<file path="src/rtl/rdiv_pkg.sv">
// ----------------------------------------------------------------------------
// rdiv_pkg
// Shared types for the restoring divider cell chain.
// ----------------------------------------------------------------------------
`default_nettype none

package rdiv_pkg;

  // Control that travels alongside the payload from one cell to the next
  typedef struct packed {
    logic valid;  // cell holds an item
    logic ovf;    // quotient overflow flagged at entry
  } cell_ctl_t;

endpackage : rdiv_pkg

`default_nettype wire

</file>
<file path="src/rtl/rdiv_cell.sv">
// ----------------------------------------------------------------------------
// rdiv_cell
// One restoring step: shift carry:acc:mq left, trial subtract, restore or keep.
// ----------------------------------------------------------------------------
`default_nettype none

module rdiv_cell #(
  parameter int WIDTH = 8
) (
  input  wire                     clk_i,
  input  wire                     rst_ni,
  // upstream side
  input  rdiv_pkg::cell_ctl_t     up_ctl_i,
  input  wire  [WIDTH-1:0]        up_acc_i,
  input  wire  [WIDTH-1:0]        up_mq_i,
  input  wire  [WIDTH-1:0]        up_dvs_i,
  output logic                    up_ready_o,
  // downstream side
  output rdiv_pkg::cell_ctl_t     dn_ctl_o,
  output logic [WIDTH-1:0]        dn_acc_o,
  output logic [WIDTH-1:0]        dn_mq_o,
  output logic [WIDTH-1:0]        dn_dvs_o,
  input  wire                     dn_ready_i
);

  rdiv_pkg::cell_ctl_t ctl_q, ctl_d;
  logic [WIDTH-1:0]    acc_q, acc_d;
  logic [WIDTH-1:0]    mq_q, mq_d;
  logic [WIDTH-1:0]    dvs_q;
  logic [WIDTH:0]      cacc;
  logic [WIDTH:0]      diff;

  // cell takes a new item when empty or when its item moves on
  assign up_ready_o = !ctl_q.valid || dn_ready_i;

  // trial subtraction on the shifted carry:acc
  always_comb begin
    cacc = {up_acc_i, up_mq_i[WIDTH-1]};
    diff = cacc - {1'b0, up_dvs_i};
    if (cacc >= {1'b0, up_dvs_i}) begin
      acc_d = diff[WIDTH-1:0];
      mq_d  = {up_mq_i[WIDTH-2:0], 1'b1};
    end else begin
      acc_d = cacc[WIDTH-1:0];
      mq_d  = {up_mq_i[WIDTH-2:0], 1'b0};
    end
    ctl_d = up_ready_o ? up_ctl_i : ctl_q;
  end

  // control state
  always_ff @(posedge clk_i or negedge rst_ni) begin
    if (!rst_ni) begin
      ctl_q <= '0;
    end else begin
      ctl_q <= ctl_d;
    end
  end

  // payload, no reset
  always_ff @(posedge clk_i) begin
    if (up_ready_o) begin
      acc_q <= acc_d;
      mq_q  <= mq_d;
      dvs_q <= up_dvs_i;
    end
  end

  assign dn_ctl_o = ctl_q;
  assign dn_acc_o = acc_q;
  assign dn_mq_o  = mq_q;
  assign dn_dvs_o = dvs_q;

endmodule : rdiv_cell

`default_nettype wire

</file>
<file path="src/rtl/restoring_divider_16_by_8.sv">
// Each accepted input item passes through the WIDTH cell registers before its result appears on m_axis.
// Throughput: one item per cycle while m_axis is not stalled; each of the WIDTH cells holds one item.
// A stall on m_axis backs up through a per-cell ready chain, empty cells fill.
// Reset (rst_ni low, asynchronous) empties every cell; payload is not reset.
// ----------------------------------------------------------------------------
// restoring_divider_16_by_8
// Pipelined restoring divider, 2*WIDTH by WIDTH bits, one cell per step.
// ----------------------------------------------------------------------------
`default_nettype none

module restoring_divider_16_by_8 #(
  parameter int WIDTH = 8
) (
  input  wire                                  clk_i,
  input  wire                                  rst_ni,
  // input items
  input  wire                                  s_axis_tvalid,
  output logic                                 s_axis_tready,
  // [2*WIDTH-1:0] dividend, [3*WIDTH-1:2*WIDTH] divisor, zero padding above
  input  wire  [((3*WIDTH+7)/8)*8-1:0]         s_axis_tdata,
  // result items
  output logic                                 m_axis_tvalid,
  input  wire                                  m_axis_tready,
  // [WIDTH-1:0] quotient, [2*WIDTH-1:WIDTH] remainder, zero padding above
  output logic [((2*WIDTH+7)/8)*8-1:0]         m_axis_tdata,
  // [0] overflow
  output logic                                 m_axis_tuser
);

  localparam int OutW = ((2*WIDTH+7)/8)*8;

  rdiv_pkg::cell_ctl_t ctl   [WIDTH+1];
  logic [WIDTH-1:0]    acc   [WIDTH+1];
  logic [WIDTH-1:0]    mq    [WIDTH+1];
  logic [WIDTH-1:0]    dvs   [WIDTH+1];
  logic                ready [WIDTH+1];

  // entry: split the dividend and flag quotient overflow
  always_comb begin
    acc[0]       = s_axis_tdata[2*WIDTH-1:WIDTH];
    mq[0]        = s_axis_tdata[WIDTH-1:0];
    dvs[0]       = s_axis_tdata[3*WIDTH-1:2*WIDTH];
    ctl[0].valid = s_axis_tvalid;
    ctl[0].ovf   = (s_axis_tdata[3*WIDTH-1:2*WIDTH] <= s_axis_tdata[2*WIDTH-1:WIDTH]);
  end

  assign s_axis_tready = ready[0];
  assign ready[WIDTH]  = m_axis_tready;

  // chain of step cells
  for (genvar g = 0; g < WIDTH; g++) begin : g_cell
    rdiv_cell #(.WIDTH(WIDTH)) u_cell (
      .clk_i      (clk_i),
      .rst_ni     (rst_ni),
      .up_ctl_i   (ctl[g]),
      .up_acc_i   (acc[g]),
      .up_mq_i    (mq[g]),
      .up_dvs_i   (dvs[g]),
      .up_ready_o (ready[g]),
      .dn_ctl_o   (ctl[g+1]),
      .dn_acc_o   (acc[g+1]),
      .dn_mq_o    (mq[g+1]),
      .dn_dvs_o   (dvs[g+1]),
      .dn_ready_i (ready[g+1])
    );
  end

  // result: zero quotient and remainder on overflow
  always_comb begin
    m_axis_tvalid = ctl[WIDTH].valid;
    m_axis_tuser  = ctl[WIDTH].ovf;
    if (ctl[WIDTH].ovf) begin
      m_axis_tdata = '0;
    end else begin
      m_axis_tdata = OutW'({acc[WIDTH], mq[WIDTH]});
    end
  end

  // divisor copy leaves the last cell unused
  logic unused_dvs;
  assign unused_dvs = ^dvs[WIDTH];

endmodule : restoring_divider_16_by_8

`default_nettype wire

</file>
<file path="config.mk">
export PLATFORM = sky130hd
export DESIGN_NAME = restoring_divider_16_by_8
export DESIGN_NICKNAME = d
export VERILOG_FILES = /design/src/rtl/rdiv_pkg.sv /design/src/rtl/rdiv_cell.sv /design/src/rtl/restoring_divider_16_by_8.sv
export SDC_FILE = /design/constraint.sdc
export NUM_CORES = 1
export LEC_CHECK = 0
export BUFFER_PORTS_ARGS = -buffer_cell sky130_fd_sc_hd__buf_2
export CORE_ASPECT_RATIO = 1.5
export CORE_MARGIN = 4
export CORE_UTILIZATION = 30
export CTS_BUF_LIST = sky130_fd_sc_hd__clkbuf_2 sky130_fd_sc_hd__clkbuf_4 sky130_fd_sc_hd__clkbuf_8
export CTS_CLUSTER_SIZE = 14
export DETAILED_ROUTE_END_ITERATION = 6
export HOLD_SLACK_MARGIN = 0.05
export PLACE_DENSITY = 0.51
export SETUP_SLACK_MARGIN = 0.15
export SYNTH_ARGS = -nofsm -noshare
export SYNTH_HDL_FRONTEND = slang
export SYNTH_HIERARCHICAL = 1
export SYNTH_SLANG_ARGS = --single-unit
</file>
<file path="constraint.sdc">
create_clock -name clk_i -period 20.3 [get_ports clk_i]
set_input_delay 3.045 -clock clk_i [delete_from_list [all_inputs] [get_ports clk_i]]
set_output_delay 3.045 -clock clk_i [all_outputs]
set_load 0.01 [all_outputs]
</file>
==> results.sh <==
export IMPL_class_of_the_most_critical_hold_timing_path="register to register"
export IMPL_io_pins=47
export IMPL_layout_setup_ws_ns=10.32
export IMPL_pin_count_of_the_biggest_net_entering_global_routing=28
export IMPL_dr_total_vias=6165
export IMPL_fp_dieH_um=239
export IMPL_die_x_um=162
export IMPL_synth_warnings=6
export IMPL_global_placement_routability_congestion=0.805
export IMPL_setup_viol=0
export IMPL_design_final_nets=974
export IMPL_clock_root_buffer="clkbuf_8"
export IMPL_slew_headroom_pct=45.1
export IMPL_worst_hold_path_num_cells=0
export IMPL_timing_max_cap_violations=0
export IMPL_final_period_utilization_pct=49.2
export IMPL_skew_ns=0.0200
export IMPL_period_minus_slack_ns=9.98
export IMPL_gr_total_overflow=0
export IMPL_syn_cell_area_mm2=0.0107
export IMPL_cts_reportedPaths_clkPinSlew_ns=0.12
export IMPL_place_port_buffers=46
export IMPL_routedWlPerCell_um=14.3
export IMPL_cts_path_max_buffers=2
export IMPL_vias_in_the_first_global_route=6459
export IMPL_post_synth_cell_area_avg_um2=13.2
export IMPL_final_cell_mix="edfxtp_1 (184), inv_1 (108), ha_1 (72)"
export IMPL_vias_per_cell=4.56
export IMPL_cp_data_arrival_time_ns=6.94
export IMPL_gr_usage_all_layers_pct=10.3
export IMPL_power_per_cell_area_mw_per_mm2=151
export IMPL_antenna_cells_inserted=0
export IMPL_ir_drop_v=0.0000490
export IMPL_critical_path_endpoint_type="primary output"
export IMPL_coreArea_mm2=0.0351
export IMPL_grt_antenna_before_repair=0
export IMPL_cts_sinks=200
export IMPL_placement_rows=84
export IMPL_cts_repair_resize_count=0
export IMPL_criticalPathCategory="primary input to primary output"
export IMPL_cts_tree="built"
export IMPL_run_status="completed"
export IMPL_crit_path_max_fanout=27
export IMPL_clock_latency_ns=0.47
export IMPL_htree_levels=4
export IMPL_clock_fmax_ghz=0.100
export IMPL_fp_dieArea_mm2=0.0387
export IMPL_finalHoldViolCount=0
export IMPL_drt_first_pass_iters=4
export IMPL_required_ns=17.26
export IMPL_cts_hold_fix_buffers=0
export IMPL_mappedNetlistNets=918
export IMPL_layout_cell_share_with_drive_strength_beyond_1_pct=19.7
export IMPL_postRouteAntennaNets=0
export IMPL_dpl_worst_slack_ns=10.20
export IMPL_layout_area_overhead_vs_synth_pct=11.1
export IMPL_postLayoutCoreUtil_pct=33.7
export IMPL_critPathLaunchType="primary input"
export IMPL_tritoncts_num_buffers=17
export IMPL_worst_r2r_cell_count=16
export IMPL_grt_setup_unrepaired="false"
export IMPL_layout_cells_most_common="edfxtp_1"
export IMPL_floorplan_initialDensity_pct=30.4
export IMPL_grt_first_pass_wirelength_mm=31.6
export IMPL_power_static_leakage_nw=4.76
export IMPL_post_cts_buffers=0
export IMPL_hpwlAfterDp_mm=15.5
export IMPL_final_routed_wirelength_across_all_metal_layers_mm=19.3
export IMPL_worst_tran_pin_value_ns=0.823
export IMPL_number_of_slew_limit_violations_in_the_final_report=0
export IMPL_setup_total_negative_slack_ns=0
export IMPL_netlist_instances=810
export IMPL_drc=0
export IMPL_first_iter_violations=271
[registers in the layout (all words and copies together) (netlist names)]
name	count
g_cell.u_cell/dn_dvs_o	56
g_cell.u_cell/dn_mq_o	64
g_cell.u_cell/dn_ctl_o	16
g_cell.u_cell/dn_acc_o	64
[power breakdown]
| part | internal (mW) | switching (mW) | total [mW] |
|---|---|---|---|
| registers | 0.638 | 0.0605 | 0.699 |
| logic | 0.391 | 0.436 | 0.826 |
| clock network | 0.0970 | 0.160 | 0.257 |
| total | 1.13 | 0.656 | 1.78 |
[cell type report]
class	instances	area, um^2
Fill cell	3507	23300
Sequential cell	200	5930
Multi-Input combinational cell	486	4210
Tap cell	473	592
Inverter	108	405
Timing Repair Buffer	53	283
Clock buffer	17	234
Clock inverter	15	189
[per-layer routing]
metal	track usage, %	part of all wire (%)	vias to the layer above
met1	8.85	33	2947
met2	22.3	61	97
met5	0	0	-
met3	1.93	2.5	32
met4	4.41	3.2	0
li1	-	-	3089
[final timing paths]
kind | endpoint | start | slack (ns)
max | s_axis_tready | m_axis_tready | 10.32
min | g_cell[5].u_cell/dn_mq_o[3] | g_cell[4].u_cell/dn_mq_o[2] | 0.41
max reg2reg | g_cell[0].u_cell/dn_ctl_o[0] | g_cell[7].u_cell/dn_ctl_o[1] | 15.47
min reg2reg | g_cell[5].u_cell/dn_mq_o[3] | g_cell[4].u_cell/dn_mq_o[2] | 0.41
max in group asynchronous | g_cell[3].u_cell/dn_ctl_o[1] | rst_ni | 17.52
min in group asynchronous | g_cell[6].u_cell/dn_ctl_o[0] | rst_ni | 2.48
[worst max-delay path, stage by stage]
cell,delay (ns)
buf_2,0.07
nand2b_1,0.63
nand2b_1,0.20
buf_4,0.31
nand2b_1,0.16
buf_4,0.32
nand2b_1,0.15
buf_4,0.31
nand2b_1,0.16
buf_4,0.31
nand2b_1,0.15
buf_4,0.31
nand2b_1,0.15
buf_4,0.31
nand2b_1,0.19
buf_2,0.14
[through the flow]
stage	std cells	power, mW	area (um^2)	hold WS, ns
finish	1352	1.78	11800	0.412
global route	1352	1.92	11800	0.426
CTS	1352	1.81	11800	0.416
detailed placement	1320	1.55	11400	0.405
global placement	1320	1.54	11400	0.404
floorplan	810	1.36	10700	0.400
Power figures use the tool's default switching activity.
